## config.mk

```make
export PLATFORM = sky130hd
export DESIGN_NAME = tlb_lru_translation_cache_flat
export DESIGN_NICKNAME = d
export VERILOG_FILES = /design/src/rtl/tlb_pkg.sv /design/src/rtl/tlb_ifs.sv /design/src/rtl/tlb_lru_translation_cache.sv /design/src/flat_wrapper.sv
export SDC_FILE = /design/constraint.sdc
export NUM_CORES = 1
export LEC_CHECK = 0
export ABC_CLOCK_PERIOD_IN_PS = 5500
export BUFFER_PORTS_ARGS = -buffer_cell sky130_fd_sc_hd__buf_2
export CAP_MARGIN = 10
export CORE_MARGIN = 2
export CORE_UTILIZATION = 62
export DETAILED_ROUTE_END_ITERATION = 8
export PLACE_DENSITY = 0.86
export SLEW_MARGIN = 20
export SYNTH_ARGS = -nofsm -noshare
export SYNTH_HDL_FRONTEND = slang
export SYNTH_SLANG_ARGS = --single-unit
```

## constraint.sdc

```tcl
create_clock -name clk -period 5.5 [get_ports clk]
set_clock_uncertainty 0.15 [all_clocks]
set_input_delay 0.55 -clock clk [delete_from_list [all_inputs] [get_ports clk]]
set_output_delay 0.55 -clock clk [all_outputs]
set_load 0.1 [all_outputs]
```

## src/rtl/tlb_pkg.sv

```systemverilog
// ----------------------------------------------------------------------------
// tlb_pkg
// Shared types for the process-tagged translation cache: command codes and
// sequencer states.
// ----------------------------------------------------------------------------
package tlb_pkg;

	typedef enum logic [1:0] {
		CMD_LOOKUP    = 2'd0,
		CMD_INSERT    = 2'd1,
		CMD_FLUSH_PID = 2'd2,
		CMD_FLUSH_ALL = 2'd3
	} cmd_t;

	typedef enum logic [4:0] {
		ST_IDLE    = 5'b00001,
		ST_SCAN    = 5'b00010,
		ST_DECIDE  = 5'b00100,
		ST_PROMOTE = 5'b01000,
		ST_RESP    = 5'b10000
	} state_t;

endpackage

```

## src/rtl/tlb_ifs.sv

```systemverilog
// ----------------------------------------------------------------------------
// tlb_ifs
// Request and response channels of the translation cache, valid/ready.
// ----------------------------------------------------------------------------
interface tlb_req_if #(
	parameter int PID_BITS   = 8,
	parameter int PAGE_BITS  = 14,
	parameter int FRAME_BITS = 14
);
	logic                  valid;
	logic                  ready;
	tlb_pkg::cmd_t         cmd;
	logic [PID_BITS-1:0]   proc_id;
	logic [PAGE_BITS-1:0]  page_number;
	logic [FRAME_BITS-1:0] frame_number;

	modport source (output valid, cmd, proc_id, page_number, frame_number, input ready);
	modport sink   (input valid, cmd, proc_id, page_number, frame_number, output ready);
endinterface

interface tlb_rsp_if #(
	parameter int FRAME_BITS = 14,
	parameter int SLOT_BITS  = 4
);
	logic                  valid;
	logic                  ready;
	logic                  hit;
	logic [FRAME_BITS-1:0] found_frame;
	logic [SLOT_BITS-1:0]  slot;

	modport source (output valid, hit, found_frame, slot, input ready);
	modport sink   (input valid, hit, found_frame, slot, output ready);
endinterface

```

## src/rtl/tlb_lru_translation_cache.sv

```systemverilog
// ----------------------------------------------------------------------------
// tlb_lru_translation_cache
// Fully associative TLB with process-id tags and counter-based LRU.
//
//   channel  dir  transaction
//   req      in   cmd, proc_id, page_number, frame_number
//   rsp      out  hit, found_frame, slot
//
// One transaction at a time; req.ready is high only when idle.
// Lookup hit / insert: after acceptance, one tag-memory read per cycle over all
// entries, then one rank update per cycle over all entries, then the result.
// Lookup miss / pid flush: the scan only. Flush all: result without a scan.
// Reset clears all valid bits and loads each rank with its entry index.
// A stalled rsp holds the result and keeps req.ready low.
// ----------------------------------------------------------------------------
module tlb_lru_translation_cache #(
	parameter int ENTRIES    = 16,
	parameter int PID_BITS   = 8,
	parameter int PAGE_BITS  = 14,
	parameter int FRAME_BITS = 14
) (
	input  logic      clk,
	input  logic      arst_n,
	tlb_req_if.sink   req,
	tlb_rsp_if.source rsp
);

	localparam int SLOT_BITS = $clog2(ENTRIES);
	localparam int CNT_BITS  = $clog2(ENTRIES + 1);
	localparam int WORD_BITS = PID_BITS + PAGE_BITS + FRAME_BITS;
	localparam logic [SLOT_BITS-1:0] LAST_IDX = SLOT_BITS'(ENTRIES - 1);
	localparam logic [CNT_BITS-1:0]  CNT_END  = CNT_BITS'(ENTRIES);

	tlb_pkg::state_t state_q;
	tlb_pkg::cmd_t   cmd_q;
	logic [PID_BITS-1:0]   pid_q;
	logic [PAGE_BITS-1:0]  page_q;
	logic [FRAME_BITS-1:0] new_frame_q;

	logic [CNT_BITS-1:0]  cnt_q;
	logic                 rd_vld_s1;
	logic [SLOT_BITS-1:0] rd_idx_s1;
	logic [WORD_BITS-1:0] rd_data_s1;

	logic [WORD_BITS-1:0] mem [ENTRIES];

	logic [ENTRIES-1:0]   valid_q;
	logic [SLOT_BITS-1:0] rank_q [ENTRIES];

	logic                 found_q;
	logic                 inv_found_q;
	logic                 zero_found_q;
	logic [SLOT_BITS-1:0] tgt_q;
	logic [SLOT_BITS-1:0] zero_idx_q;
	logic [SLOT_BITS-1:0] cur_rank_q;

	logic                  hit_q;
	logic [FRAME_BITS-1:0] frame_q;
	logic [SLOT_BITS-1:0]  slot_q;

	logic                  issue;
	logic                  accept;
	logic [SLOT_BITS-1:0]  cnt_idx;
	logic [SLOT_BITS-1:0]  rank_addr;
	logic [SLOT_BITS-1:0]  rank_rd;
	logic [SLOT_BITS-1:0]  victim;
	logic                  mem_we;
	logic [PID_BITS-1:0]   ent_pid;
	logic [PAGE_BITS-1:0]  ent_page;
	logic [FRAME_BITS-1:0] ent_frame;
	logic                  pid_eq;
	logic                  key_hit;

	assign accept    = req.valid && req.ready;
	assign cnt_idx   = cnt_q[SLOT_BITS-1:0];
	assign issue     = (state_q == tlb_pkg::ST_SCAN) && (cnt_q < CNT_END);
	assign rank_addr = (state_q == tlb_pkg::ST_PROMOTE) ? cnt_idx : rd_idx_s1;
	assign rank_rd   = rank_q[rank_addr];
	assign victim    = inv_found_q ? tgt_q : zero_idx_q;
	assign mem_we    = (state_q == tlb_pkg::ST_DECIDE) && (cmd_q == tlb_pkg::CMD_INSERT);

	assign ent_pid   = rd_data_s1[WORD_BITS-1 -: PID_BITS];
	assign ent_page  = rd_data_s1[FRAME_BITS +: PAGE_BITS];
	assign ent_frame = rd_data_s1[FRAME_BITS-1:0];
	assign pid_eq    = (ent_pid == pid_q);
	assign key_hit   = valid_q[rd_idx_s1] && pid_eq && (ent_page == page_q);

	assign req.ready       = (state_q == tlb_pkg::ST_IDLE);
	assign rsp.valid       = (state_q == tlb_pkg::ST_RESP);
	assign rsp.hit         = hit_q;
	assign rsp.found_frame = frame_q;
	assign rsp.slot        = slot_q;

	// tag memory: one write port, one registered read port
	always_ff @(posedge clk) begin
		if (mem_we) begin
			mem[victim] <= {pid_q, page_q, new_frame_q};
		end
		rd_data_s1 <= mem[cnt_idx];
	end

	always_ff @(posedge clk) begin
		if (accept) begin
			cmd_q       <= req.cmd;
			pid_q       <= req.proc_id;
			page_q      <= req.page_number;
			new_frame_q <= req.frame_number;
		end
	end

	always_ff @(posedge clk or negedge arst_n) begin
		if (!arst_n) begin
			state_q      <= tlb_pkg::ST_IDLE;
			cnt_q        <= '0;
			rd_vld_s1    <= 1'b0;
			rd_idx_s1    <= '0;
			valid_q      <= '0;
			found_q      <= 1'b0;
			inv_found_q  <= 1'b0;
			zero_found_q <= 1'b0;
			tgt_q        <= '0;
			zero_idx_q   <= '0;
			cur_rank_q   <= '0;
			hit_q        <= 1'b0;
			frame_q      <= '0;
			slot_q       <= '0;
			for (int i = 0; i < ENTRIES; i++) begin
				rank_q[i] <= SLOT_BITS'(i);
			end
		end else begin
			rd_vld_s1 <= issue;
			rd_idx_s1 <= cnt_idx;
			case (state_q)
				tlb_pkg::ST_IDLE: begin
					if (accept) begin
						cnt_q        <= '0;
						found_q      <= 1'b0;
						inv_found_q  <= 1'b0;
						zero_found_q <= 1'b0;
						hit_q        <= 1'b0;
						frame_q      <= '0;
						slot_q       <= '0;
						if (req.cmd == tlb_pkg::CMD_FLUSH_ALL) begin
							valid_q <= '0;
							state_q <= tlb_pkg::ST_RESP;
						end else begin
							state_q <= tlb_pkg::ST_SCAN;
						end
					end
				end
				tlb_pkg::ST_SCAN: begin
					if (issue) begin
						cnt_q <= cnt_q + 1'b1;
					end
					if (rd_vld_s1) begin
						case (cmd_q)
							tlb_pkg::CMD_LOOKUP: begin
								if (key_hit && !found_q) begin
									found_q    <= 1'b1;
									tgt_q      <= rd_idx_s1;
									cur_rank_q <= rank_rd;
									frame_q    <= ent_frame;
								end
							end
							tlb_pkg::CMD_INSERT: begin
								if (!valid_q[rd_idx_s1] && !inv_found_q) begin
									inv_found_q <= 1'b1;
									tgt_q       <= rd_idx_s1;
									cur_rank_q  <= rank_rd;
								end
								if (rank_rd == '0 && !zero_found_q) begin
									zero_found_q <= 1'b1;
									zero_idx_q   <= rd_idx_s1;
								end
							end
							tlb_pkg::CMD_FLUSH_PID: begin
								if (pid_eq) begin
									valid_q[rd_idx_s1] <= 1'b0;
								end
							end
							default: begin
							end
						endcase
						if (rd_idx_s1 == LAST_IDX) begin
							state_q <= tlb_pkg::ST_DECIDE;
						end
					end
				end
				tlb_pkg::ST_DECIDE: begin
					cnt_q <= '0;
					case (cmd_q)
						tlb_pkg::CMD_LOOKUP: begin
							hit_q   <= found_q;
							slot_q  <= found_q ? tgt_q : '0;
							state_q <= found_q ? tlb_pkg::ST_PROMOTE : tlb_pkg::ST_RESP;
						end
						tlb_pkg::CMD_INSERT: begin
							valid_q[victim] <= 1'b1;
							tgt_q           <= victim;
							cur_rank_q      <= inv_found_q ? cur_rank_q : '0;
							slot_q          <= victim;
							state_q         <= tlb_pkg::ST_PROMOTE;
						end
						default: begin
							state_q <= tlb_pkg::ST_RESP;
						end
					endcase
				end
				tlb_pkg::ST_PROMOTE: begin
					cnt_q <= cnt_q + 1'b1;
					if (cnt_idx == tgt_q) begin
						rank_q[cnt_idx] <= LAST_IDX;
					end else if (rank_rd > cur_rank_q) begin
						rank_q[cnt_idx] <= rank_rd - 1'b1;
					end
					if (cnt_idx == LAST_IDX) begin
						state_q <= tlb_pkg::ST_RESP;
					end
				end
				tlb_pkg::ST_RESP: begin
					if (rsp.ready) begin
						state_q <= tlb_pkg::ST_IDLE;
					end
				end
				default: begin
					state_q <= tlb_pkg::ST_IDLE;
				end
			endcase
		end
	end

	a_ready_excl: assert property (@(posedge clk) disable iff (!arst_n)
		req.ready |-> !rsp.valid)
		else $error("request and response both open");

	a_hit_lookup: assert property (@(posedge clk) disable iff (!arst_n)
		rsp.valid && rsp.hit |-> cmd_q == tlb_pkg::CMD_LOOKUP)
		else $error("hit reported for non-lookup");

	a_insert_valid: assert property (@(posedge clk) disable iff (!arst_n)
		mem_we |=> valid_q[tgt_q])
		else $error("inserted entry not valid");

	a_flush_all: assert property (@(posedge clk) disable iff (!arst_n)
		accept && req.cmd == tlb_pkg::CMD_FLUSH_ALL |=> valid_q == '0)
		else $error("flush all left valid entries");

	a_miss_frame: assert property (@(posedge clk) disable iff (!arst_n)
		rsp.valid && !rsp.hit |-> rsp.found_frame == '0)
		else $error("frame on miss");

endmodule

```

## src/flat_wrapper.sv

```systemverilog
// flat-port wrapper written by rule: the top's interface ports become plain ports
module tlb_lru_translation_cache_flat 
#(
	parameter int ENTRIES    = 16,
	parameter int PID_BITS   = 8,
	parameter int PAGE_BITS  = 14,
	parameter int FRAME_BITS = 14
)
  (clk, arst_n, req_valid, req_cmd, req_proc_id, req_page_number, req_frame_number, req_ready, rsp_valid, rsp_hit, rsp_found_frame, rsp_slot, rsp_ready);
  tlb_req_if #(.PID_BITS(PID_BITS), .PAGE_BITS(PAGE_BITS), .FRAME_BITS(FRAME_BITS)) req_i ();
  tlb_rsp_if #(.FRAME_BITS(FRAME_BITS), .SLOT_BITS((4))) rsp_i ();
  input  logic clk;
  input  logic arst_n;
  input wire logic [$bits(req_i.valid)-1:0] req_valid;
  input wire logic [$bits(req_i.cmd)-1:0] req_cmd;
  input wire logic [$bits(req_i.proc_id)-1:0] req_proc_id;
  input wire logic [$bits(req_i.page_number)-1:0] req_page_number;
  input wire logic [$bits(req_i.frame_number)-1:0] req_frame_number;
  output wire logic [$bits(req_i.ready)-1:0] req_ready;
  output wire logic [$bits(rsp_i.valid)-1:0] rsp_valid;
  output wire logic [$bits(rsp_i.hit)-1:0] rsp_hit;
  output wire logic [$bits(rsp_i.found_frame)-1:0] rsp_found_frame;
  output wire logic [$bits(rsp_i.slot)-1:0] rsp_slot;
  input wire logic [$bits(rsp_i.ready)-1:0] rsp_ready;
  assign req_i.valid = req_valid;
  assign req_i.cmd = req_cmd;
  assign req_i.proc_id = req_proc_id;
  assign req_i.page_number = req_page_number;
  assign req_i.frame_number = req_frame_number;
  assign req_ready = req_i.ready;
  assign rsp_valid = rsp_i.valid;
  assign rsp_hit = rsp_i.hit;
  assign rsp_found_frame = rsp_i.found_frame;
  assign rsp_slot = rsp_i.slot;
  assign rsp_i.ready = rsp_ready;
  tlb_lru_translation_cache #(.ENTRIES(ENTRIES), .PID_BITS(PID_BITS), .PAGE_BITS(PAGE_BITS), .FRAME_BITS(FRAME_BITS)) u_core (.clk(clk), .arst_n(arst_n), .req(req_i), .rsp(rsp_i));
endmodule
```

==> impl_metrics.prom, run 1 <==
# TYPE chip_impl_metric gauge
chip_impl_metric{name="clk_lat_worst_skew",unit="ps"} 650
chip_impl_info{name="cell_family_with_the_largest_share_of_critical_path_delay",value="compound AO/OA/AOI/OAI gates"} 1
chip_impl_metric{name="n_antenna_cell",unit=""} 0
chip_impl_metric{name="drt.antenna.violating_nets",unit=""} 0
chip_impl_metric{name="syn-mean-instance-area",unit="sq um"} 18.6
chip_impl_metric{name="crit_path_max_fanout",unit=""} 18
chip_impl_metric{name="post-route-util",unit="%"} 71.8
chip_impl_metric{name="timing.hold.worst_path_depth",unit=""} 2
chip_impl_metric{name="cts-htree-levels",unit=""} 3
chip_impl_metric{name="synth_async_sr_flop_share",unit="%"} 16.6
chip_impl_info{name="whs_endpoint",value="u_core.state_q[4]$_DFFE_PN0P_"} 1
chip_impl_metric{name="vias",unit=""} 17800
chip_impl_metric{name="cts.reportedPaths.clkPinSlew",unit="ps"} 60
chip_impl_metric{name="final_min_period_over_clock_period",unit="%"} 90.4
chip_impl_metric{name="critPathArrivalTime",unit="ps"} 5290
chip_impl_metric{name="period_needed",unit="ps"} 4970
chip_impl_info{name="synth_top_flop_cell",value="sky130_fd_sc_hd__edfxtp_1"} 1
chip_impl_metric{name="maxSlewViolCount",unit=""} 0
chip_impl_metric{name="postSynthCellCount",unit=""} 1660
chip_impl_metric{name="internal_power",unit="mW"} 10.7
chip_impl_metric{name="via_count_of_the_first_global_routing_pass",unit=""} 18000
chip_impl_metric{name="p_sw_share",unit="%"} 27.6
chip_impl_metric{name="timing.final.setup_violations",unit=""} 0
chip_impl_metric{name="fmax",unit="MHz"} 201
chip_impl_metric{name="sequential_fraction_of_design_power",unit="%"} 48.9
chip_impl_metric{name="floorplan_core_area",unit="sq um"} 49100
chip_impl_metric{name="worstPathRequired",unit="ps"} 5820
chip_impl_metric{name="synth.net_count",unit=""} 1711
chip_impl_metric{name="drive_above_1_share",unit="%"} 28.7
chip_impl_metric{name="die-width",unit="um"} 227
chip_impl_metric{name="num_rows",unit=""} 81
chip_impl_metric{name="initial_core_util",unit="%"} 63.0
chip_impl_metric{name="pin_count_of_the_biggest_net_entering_global_routing",unit=""} 105
chip_impl_metric{name="drt_iter0_drc",unit=""} 3044
chip_impl_info{name="rsz0062_at_grt",value="false"} 1
chip_impl_metric{name="flow.area_growth_from_synthesis",unit="%"} 13.9
chip_impl_metric{name="met3_usage",unit="%"} 6.83
chip_impl_metric{name="worst_stage_delay_on_the_critical_path",unit="ps"} 560
chip_impl_metric{name="clockPowerShare",unit="%"} 37.4
chip_impl_metric{name="number_of_enable_type_register_cells_in_the_synthesized_netlist",unit=""} 614
chip_impl_metric{name="cellLeakagePower",unit="nW"} 11.7
chip_impl_metric{name="clock-sinks",unit=""} 779
chip_impl_metric{name="final_nets",unit=""} 1846
chip_impl_info{name="critical_path.endpoint_type",value="flop"} 1
chip_impl_metric{name="dieArea",unit="sq um"} 51700
chip_impl_metric{name="ff2ff_path_depth",unit=""} 15
chip_impl_metric{name="peakVddDrop",unit="mV"} 0.546
chip_impl_info{name="outcome",value="completed"} 1
chip_impl_metric{name="routed_wire_length_per_instance",unit="um"} 33.5
chip_impl_info{name="worst_hold_path_type",value="primary input to flop"} 1
chip_impl_info{name="grt-busiest-layer",value="met2"} 1
chip_impl_metric{name="clockBufferDepth",unit=""} 3
chip_impl_info{name="clockRootBuffer",value="sky130_fd_sc_hd__clkbuf_16"} 1
chip_impl_info{name="cts_tree",value="done"} 1
chip_impl_metric{name="place.detailed.hpwl",unit="um"} 39600
chip_impl_metric{name="cell_area_synth",unit="sq um"} 30900
chip_impl_metric{name="ys_seq_area_share",unit="%"} 72.5
chip_impl_info{name="rr_endpoint",value="u_core.rank_q[35]$_DFFE_PN0P_"} 1
chip_impl_metric{name="grtUsageTotal",unit="%"} 33.9
chip_impl_metric{name="synthDistinctLibCells",unit=""} 71
chip_impl_metric{name="critical_path_buf_inv_count",unit=""} 2
chip_impl_info{name="crit_chain",value="nor3_4 -> nand2_2 -> mux2_1 -> mux4_2 -> mux2_2 -> a211oi_4 -> inv_2 -> ha_1 -> nand4_1 -> o21ai_1 -> a2111oi_1 -> buf_4 -> nand2_1 -> a311oi_1 -> a211oi_1"} 1
chip_impl_metric{name="portbufs",unit=""} 62
chip_impl_info{name="r2r_start",value="u_core.state_q[1]$_DFFE_PN0P_"} 1
chip_impl_metric{name="drt_drc_violations_left",unit=""} 0
chip_impl_info{name="startpoint_type",value="flop"} 1
chip_impl_metric{name="worst_slew_pin_slew",unit="ps"} 1150
chip_impl_metric{name="antenna_found_initial",unit=""} 0
chip_impl_metric{name="global_routing_usage_on_met2",unit="%"} 56.0
chip_impl_metric{name="grt_pass1_wl",unit="um"} 123000
chip_impl_metric{name="drt-total-wl",unit="um"} 84400
chip_impl_metric{name="drt_pre_antenna_iters",unit=""} 6
chip_impl_metric{name="layout.filler_cells",unit=""} 2737
chip_impl_metric{name="ioPinCount",unit=""} 63
chip_impl_metric{name="synth.ff_latch_count",unit=""} 779
chip_impl_metric{name="cts_made_buffers",unit=""} 76
chip_impl_metric{name="gp_congestion",unit=""} 0.901
chip_impl_metric{name="globalRouteMet1Util",unit="%"} 43.7
chip_impl_metric{name="drv.max_cap_violation_count",unit=""} 0
chip_impl_metric{name="seqCellArea",unit="sq um"} 22400
chip_impl_metric{name="area_occupied_by_multi_input_gates",unit="sq um"} 8160
chip_impl_metric{name="net-switching-power",unit="mW"} 4.09
chip_impl_info{name="critical_path_class",value="flop to flop"} 1
chip_impl_info{name="hold_start",value="rsp_ready"} 1
chip_impl_metric{name="overflow",unit=""} 0
chip_impl_metric{name="p_comb_share",unit="%"} 13.7
chip_impl_metric{name="synthesis.yosys.warnings",unit=""} 0
chip_impl_metric{name="report.final.hold_viol_count",unit=""} 0
chip_impl_metric{name="powerDensity",unit="nW/um^2"} 421
chip_impl_metric{name="setup-tns-final",unit="ps"} 0
chip_impl_metric{name="timing.slew.headroom",unit="%"} 23.3
chip_impl_metric{name="vias_per_cell",unit=""} 7.05
chip_impl_info{name="slowest_stage",value="sky130_fd_sc_hd__mux2_1"} 1
chip_impl_metric{name="die-height",unit="um"} 227
chip_impl_metric{name="r2r_setup_slack",unit="ps"} 530
flip-flops by register name, summed over array words and instances (netlist names), 8 cells and up:
| name | count |
|---|---|
| u_core.valid_q | 16 |
| u_core.rd_data_s1 | 36 |
| u_core.mem | 576 |
| u_core.page_q | 14 |
| u_core.pid_q | 8 |
| u_core.rsp.found_frame | 14 |
| u_core.new_frame_q | 14 |
| u_core.rank_q | 64 |
metrics by stage:
stage	setup WS (ps)	std cells	hold WS [ps]	power [mW]	cell area, sq um
after floorplan	503	1660	104	8.60	30900
after global placement	664	2343	276	9.15	32200
after detailed placement	594	2343	289	9.23	32200
after CTS	460	2521	2.42	14.7	35200
after global routing	196	2521	26.8	15.2	35200
final	529	2521	28.2	14.8	35200
power by group through the flow:
stage	clock network (mW)	registers, mW	logic (mW)
2_1_floorplan	0	7.16	1.43
3_3_place_gp	0	7.27	1.88
3_5_place_dp	0	7.32	1.91
4_1_cts	5.52	7.22	1.99
5_1_grt	5.75	7.27	2.15
6_report	5.55	7.24	2.03
metal layers:
| layer | part of all wire, % | up-vias |
|---|---|---|
| li1 | - | 6966 |
| met1 | 34 | 9098 |
| met2 | 50 | 1410 |
| met3 | 10 | 293 |
| met4 | 5.3 | 0 |
| met5 | 0 | - |
placed cells by master, fill, tap and decap left out, drive strengths merged, types with 4 or more instances in the layout:
master / count
nor3: 13
nand2: 83
o21ai: 63
bufinv: 10
a2111oi: 4
nand3: 30
nor2: 62
edfxtp: 614
a221oi: 5
nand3b: 4
a22oi: 8
mux4: 188
nand4: 15
nand2b: 14
o31ai: 5
nor2b: 10
and3: 13
ha: 9
clkinv: 27
a21oi: 30
a211oi: 23
clkbuf: 103
inv: 24
buf: 112
a31oi: 13
a311oi: 21
nor4: 9
dfxtp: 36
dlygate4sd3: 38
mux2: 55
o2bb2ai: 4
dfrtp: 96
mux2i: 10
xor2: 25
xnor2: 4
dfstp: 33
cells by family after synthesis:
family,Yosys count,synth area share (%)
xor+xnor,29,0.822
simple gates,263,4.12
fa+ha+maj,9,0.364
mux,253,16.0
compound gates,209,4.63
buf+inv,118,1.50
flops,779,72.5
timing repair:
| action | in CTS | in global routing |
|---|---|---|
| setup buffers | 0 | 0 |
| hold endpoints to repair | 80 | 0 |
| resized for setup | 0 | 1 |
| hold buffers | 38 | 0 |
| setup endpoints to repair | 0 | 1 |
how the worst max path moves through the flow:
stage | from | to | depth (start not counted)
after CTS | u_core.state_q[3]$_DFFE_PN0P_ | u_core.rank_q[35]$_DFFE_PN0P_ | 15
after floorplan | u_core.state_q[2]$_DFFE_PN0P_ | u_core.rank_q[35]$_DFFE_PN0P_ | 18
after global routing | u_core.state_q[1]$_DFFE_PN0P_ | u_core.rank_q[9]$_DFFE_PN0P_ | 15
final | u_core.state_q[1]$_DFFE_PN0P_ | u_core.rank_q[35]$_DFFE_PN0P_ | 15
after global placement | u_core.state_q[3]$_DFFE_PN0P_ | u_core.rank_q[35]$_DFFE_PN0P_ | 15
after detailed placement | u_core.state_q[3]$_DFFE_PN0P_ | u_core.rank_q[35]$_DFFE_PN0P_ | 15
area by class of cell:
cell class | count | share of cell area [%]
multi-input combinational | 763 | 23.2
tap | 664 | 2.36
timing repair buffer | 150 | 3.08
clock inverter | 37 | 1.53
inverter | 25 | 0.266
sequential | 779 | 63.7
clock buffer | 103 | 5.89
synth_stat cells (all sizes together), types with 3 or more instances:
library cell / number / share of area (%)
edfxtp: 614 / 60
mux4: 188 / 14
dfrtp: 96 / 7.8
nand2: 83 / 1.0
clkbuf: 71 / 0.86
o21ai: 63 / 1.0
nor2: 62 / 0.77
mux2: 55 / 2.0
dfxtp: 36 / 2.3
dfstp: 33 / 2.8
a21oi: 30 / 0.49
nand3: 30 / 0.49
xor2: 25 / 0.71
a211oi: 23 / 0.60
inv: 23 / 0.28
buf: 22 / 0.34
a311oi: 21 / 0.59
nand4: 15 / 0.30
nand2b: 14 / 0.28
a31oi: 13 / 0.26
and3: 13 / 0.26
nor3: 13 / 0.26
mux2i: 10 / 0.32
nor2b: 10 / 0.20
ha: 9 / 0.36
nor4: 9 / 0.18
a22oi: 8 / 0.19
a221oi: 5 / 0.14
o31ai: 5 / 0.12
a2111oi: 4 / 0.13
nand3b: 4 / 0.097
o2bb2ai: 4 / 0.11
xnor2: 4 / 0.11
a21o: 3 / 0.073
a22o: 3 / 0.085
a32o: 3 / 0.097
nor3b: 3 / 0.073
o21a: 3 / 0.073
o311a: 3 / 0.097
o32ai: 3 / 0.085
or3: 3 / 0.077
Note: power is estimated with default switching activity, not from simulation.
==> inputs of run 2 (changes only) <==
Settings changed: ABC_CLOCK_PERIOD_IN_PS 5500 to 5310.
Clock period 5.5 ns to 5.31 ns, I/O delays scaled along.
==> impl_metrics.prom, run 2 (synthesis gave the netlist of run 1 again) <==
# TYPE chip_impl_metric gauge
chip_impl_metric{name="clock-sinks",unit=""} 779
chip_impl_metric{name="routed_wire_length_per_instance",unit="um"} 31.8
chip_impl_metric{name="worst_slew_pin_slew",unit="ps"} 1100
chip_impl_metric{name="final_nets",unit=""} 1855
chip_impl_metric{name="drt_iter0_drc",unit=""} 2513
chip_impl_metric{name="drive_above_1_share",unit="%"} 28.9
chip_impl_metric{name="net-switching-power",unit="mW"} 4.13
chip_impl_metric{name="worstPathRequired",unit="ps"} 5590
chip_impl_metric{name="die-width",unit="um"} 227
chip_impl_metric{name="powerDensity",unit="nW/um^2"} 424
chip_impl_metric{name="maxSlewViolCount",unit=""} 0
chip_impl_info{name="critical_path.endpoint_type",value="flop"} 1
chip_impl_metric{name="r2r_setup_slack",unit="ps"} 300
chip_impl_info{name="worst_hold_path_type",value="primary input to flop"} 1
chip_impl_metric{name="timing.slew.headroom",unit="%"} 26.3
chip_impl_metric{name="drt_pre_antenna_iters",unit=""} 6
chip_impl_metric{name="clockPowerShare",unit="%"} 35.5
chip_impl_metric{name="critPathArrivalTime",unit="ps"} 5300
chip_impl_metric{name="portbufs",unit=""} 62
chip_impl_metric{name="globalRouteMet1Util",unit="%"} 42.1
chip_impl_info{name="largest-register",value="u_core.mem"} 1
chip_impl_metric{name="initial_core_util",unit="%"} 63.0
chip_impl_metric{name="ff2ff_path_depth",unit=""} 16
chip_impl_metric{name="place.detailed.hpwl",unit="um"} 40800
chip_impl_metric{name="flow.area_growth_from_synthesis",unit="%"} 13.6
chip_impl_info{name="final_cell_mix",value="sky130_fd_sc_hd__edfxtp_1 (614), sky130_fd_sc_hd__mux4_2 (188), sky130_fd_sc_hd__dfrtp_1 (92)"} 1
chip_impl_metric{name="final_min_period_over_clock_period",unit="%"} 94.4
chip_impl_metric{name="cts-htree-levels",unit=""} 3
chip_impl_info{name="startpoint_type",value="flop"} 1
chip_impl_metric{name="worst_stage_delay_on_the_critical_path",unit="ps"} 560
chip_impl_metric{name="vias",unit=""} 17600
chip_impl_metric{name="timing.hold.worst_path_depth",unit=""} 3
chip_impl_metric{name="setup-tns-final",unit="ps"} 0
chip_impl_info{name="critical_path_class",value="flop to flop"} 1
chip_impl_metric{name="dieArea",unit="sq um"} 51700
chip_impl_metric{name="num_rows",unit=""} 81
chip_impl_info{name="rr_endpoint",value="u_core.rank_q[55]$_DFFE_PN0P_"} 1
chip_impl_metric{name="cts_made_buffers",unit=""} 77
chip_impl_metric{name="fmax",unit="MHz"} 199
chip_impl_metric{name="ioPinCount",unit=""} 63
chip_impl_info{name="rsz0062_at_grt",value="false"} 1
chip_impl_metric{name="drt-total-wl",unit="um"} 80600
chip_impl_metric{name="grt_pass1_wl",unit="um"} 119000
chip_impl_metric{name="global_routing_usage_on_met2",unit="%"} 55.3
chip_impl_info{name="whs_endpoint",value="u_core.state_q[0]$_DFFE_PN1P_"} 1
chip_impl_info{name="final_common_cell",value="sky130_fd_sc_hd__edfxtp_1"} 1
chip_impl_info{name="r2r_start",value="u_core.state_q[1]$_DFFE_PN0P_"} 1
chip_impl_metric{name="floorplan_core_area",unit="sq um"} 49100
chip_impl_metric{name="peakVddDrop",unit="mV"} 0.481
chip_impl_metric{name="drt.antenna.violating_nets",unit=""} 0
chip_impl_info{name="grt-busiest-layer",value="met2"} 1
chip_impl_info{name="layout_top_registers",value="u_core.mem x576, u_core.rank_q x64, u_core.rd_data_s1 x36"} 1
chip_impl_metric{name="largest_register_ff_count",unit=""} 576
chip_impl_metric{name="p_comb_share",unit="%"} 14.1
chip_impl_info{name="outcome",value="completed"} 1
chip_impl_metric{name="pre_cts_slack",unit="ps"} 367
chip_impl_metric{name="clockBufferDepth",unit=""} 3
chip_impl_metric{name="grtUsageTotal",unit="%"} 32.4
chip_impl_metric{name="critical_path_buf_inv_count",unit=""} 2
chip_impl_metric{name="drt_drc_violations_left",unit=""} 0
chip_impl_metric{name="overflow",unit=""} 0
chip_impl_metric{name="vias_per_cell",unit=""} 6.95
chip_impl_info{name="slowest_stage",value="sky130_fd_sc_hd__mux4_2"} 1
chip_impl_metric{name="n_antenna_cell",unit=""} 0
chip_impl_metric{name="post-route-util",unit="%"} 71.6
chip_impl_metric{name="met3_usage",unit="%"} 5.19
chip_impl_metric{name="period_needed",unit="ps"} 5010
chip_impl_metric{name="crit_path_max_fanout",unit=""} 10
chip_impl_metric{name="worst_slack",unit="ps"} 297
chip_impl_metric{name="via_count_of_the_first_global_routing_pass",unit=""} 18100
chip_impl_metric{name="clk_lat_worst_skew",unit="ps"} 630
chip_impl_info{name="cell_family_with_the_largest_share_of_critical_path_delay",value="compound AO/OA/AOI/OAI gates"} 1
chip_impl_info{name="cts_tree",value="done"} 1
chip_impl_metric{name="report.final.hold_viol_count",unit=""} 0
chip_impl_metric{name="gp_congestion",unit=""} 0.924
chip_impl_info{name="clockRootBuffer",value="sky130_fd_sc_hd__clkbuf_16"} 1
chip_impl_metric{name="antenna_found_initial",unit=""} 0
chip_impl_metric{name="cellLeakagePower",unit="nW"} 11.7
chip_impl_metric{name="timing.final.setup_violations",unit=""} 0
chip_impl_metric{name="cts.reportedPaths.clkPinSlew",unit="ps"} 60
chip_impl_metric{name="drv.max_cap_violation_count",unit=""} 0
chip_impl_info{name="hold_start",value="req_valid"} 1
chip_impl_metric{name="p_sw_share",unit="%"} 27.7
chip_impl_info{name="crit_chain",value="nor3_4 -> a21oi_1 -> nor2_2 -> mux4_2 -> a2bb2oi_1 -> and2_1 -> inv_1 -> ha_1 -> o21a_1 -> o21a_1 -> o21ai_1 -> a211oi_1 -> buf_4 -> nand3_1 -> a311oi_1 -> a211oi_1"} 1
chip_impl_metric{name="sequential_fraction_of_design_power",unit="%"} 50.3
chip_impl_metric{name="internal_power",unit="mW"} 10.8
chip_impl_metric{name="pin_count_of_the_biggest_net_entering_global_routing",unit=""} 149
chip_impl_metric{name="die-height",unit="um"} 227
==> run 2: cell count changes in the layout (fill, tap and decap cells not counted), sizes merged <==
cell / delta
clkinvlp: +1
clkbuf: +8
inv: +1
clkinv: +2
buf: +6
bufinv: -9
dlygate4sd3: +2
==> run 2: worst max path at each step <==
stage | slack [ps] | from | cells after the start | endpoint
3_5_place_dp | 370 | u_core.state_q[3]$_DFFE_PN0P_ | 16 | u_core.rank_q[55]$_DFFE_PN0P_
4_1_cts | 320 | u_core.state_q[3]$_DFFE_PN0P_ | 16 | u_core.rank_q[55]$_DFFE_PN0P_
3_3_place_gp | 610 | u_core.state_q[3]$_DFFE_PN0P_ | 15 | u_core.rank_q[4]$_DFFE_PN0P_
2_1_floorplan | 310 | u_core.state_q[2]$_DFFE_PN0P_ | 18 | u_core.rank_q[35]$_DFFE_PN0P_
5_1_grt | 10 | u_core.state_q[1]$_DFFE_PN0P_ | 16 | u_core.rank_q[55]$_DFFE_PN0P_
6_report | 300 | u_core.state_q[1]$_DFFE_PN0P_ | 16 | u_core.rank_q[55]$_DFFE_PN0P_
==> run 2: metrics by stage <==
step           power (mW)  std cells  hold slack, ps  cell area (sq um)
6_report             14.9       2532             187              35100
5_1_grt              15.3       2532             163              35100
4_1_cts              14.8       2532             165              35100
3_5_place_dp         9.58       2349             280              32300
3_3_place_gp         9.48       2349             276              32300
2_1_floorplan        8.90       1660            85.4              30900
==> run 2: layout make-up <==
cell class	instances	area (sq um)
Sequential cell	779	22400
Fill cell	2778	13900
Multi-Input combinational cell	763	8160
Clock buffer	111	2160
Timing Repair Buffer	158	1160
Tap cell	664	831
Clock inverter	32	263
Inverter	25	93.8
==> run 2: power by group through the flow <==
stage	Sequential, mW	Combinational [mW]	Clock [mW]
final	7.50	2.11	5.30
after global routing	7.52	2.22	5.54
after CTS	7.46	2.07	5.27
after detailed placement	7.58	2.01	0
after global placement	7.53	1.95	0
after floorplan	7.42	1.48	0
==> run 2: worst register-to-register path: stages, from the launching register on <==
cell	delay [ps]
sky130_fd_sc_hd__dfrtp_1	470
sky130_fd_sc_hd__nor3_4	420
sky130_fd_sc_hd__a21oi_1	230
sky130_fd_sc_hd__nor2_2	420
sky130_fd_sc_hd__mux4_2	560
sky130_fd_sc_hd__a2bb2oi_1	370
sky130_fd_sc_hd__and2_1	220
sky130_fd_sc_hd__inv_1	60
sky130_fd_sc_hd__ha_1	290
sky130_fd_sc_hd__o21a_1	120
sky130_fd_sc_hd__o21a_1	110
sky130_fd_sc_hd__o21ai_1	170
sky130_fd_sc_hd__a211oi_1	460
sky130_fd_sc_hd__buf_4	250
sky130_fd_sc_hd__nand3_1	110
sky130_fd_sc_hd__a311oi_1	310
sky130_fd_sc_hd__a211oi_1	100
==> run 2: per-layer routing <==
| metal | up-vias | share of wire [%] |
|---|---|---|
| met4 | 0 | 4.3 |
| met2 | 1331 | 52 |
| li1 | 7003 | - |
| met5 | - | 0 |
| met1 | 9027 | 35 |
| met3 | 246 | 9.2 |
==> run 2: what timing repair did <==
item / CTS / global route
setup endpoints to repair: 0 / 14
hold buffers: 40 / 0
hold endpoints to repair: 51 / 0
setup buffers: 0 / 0
gates resized for setup: 0 / 1
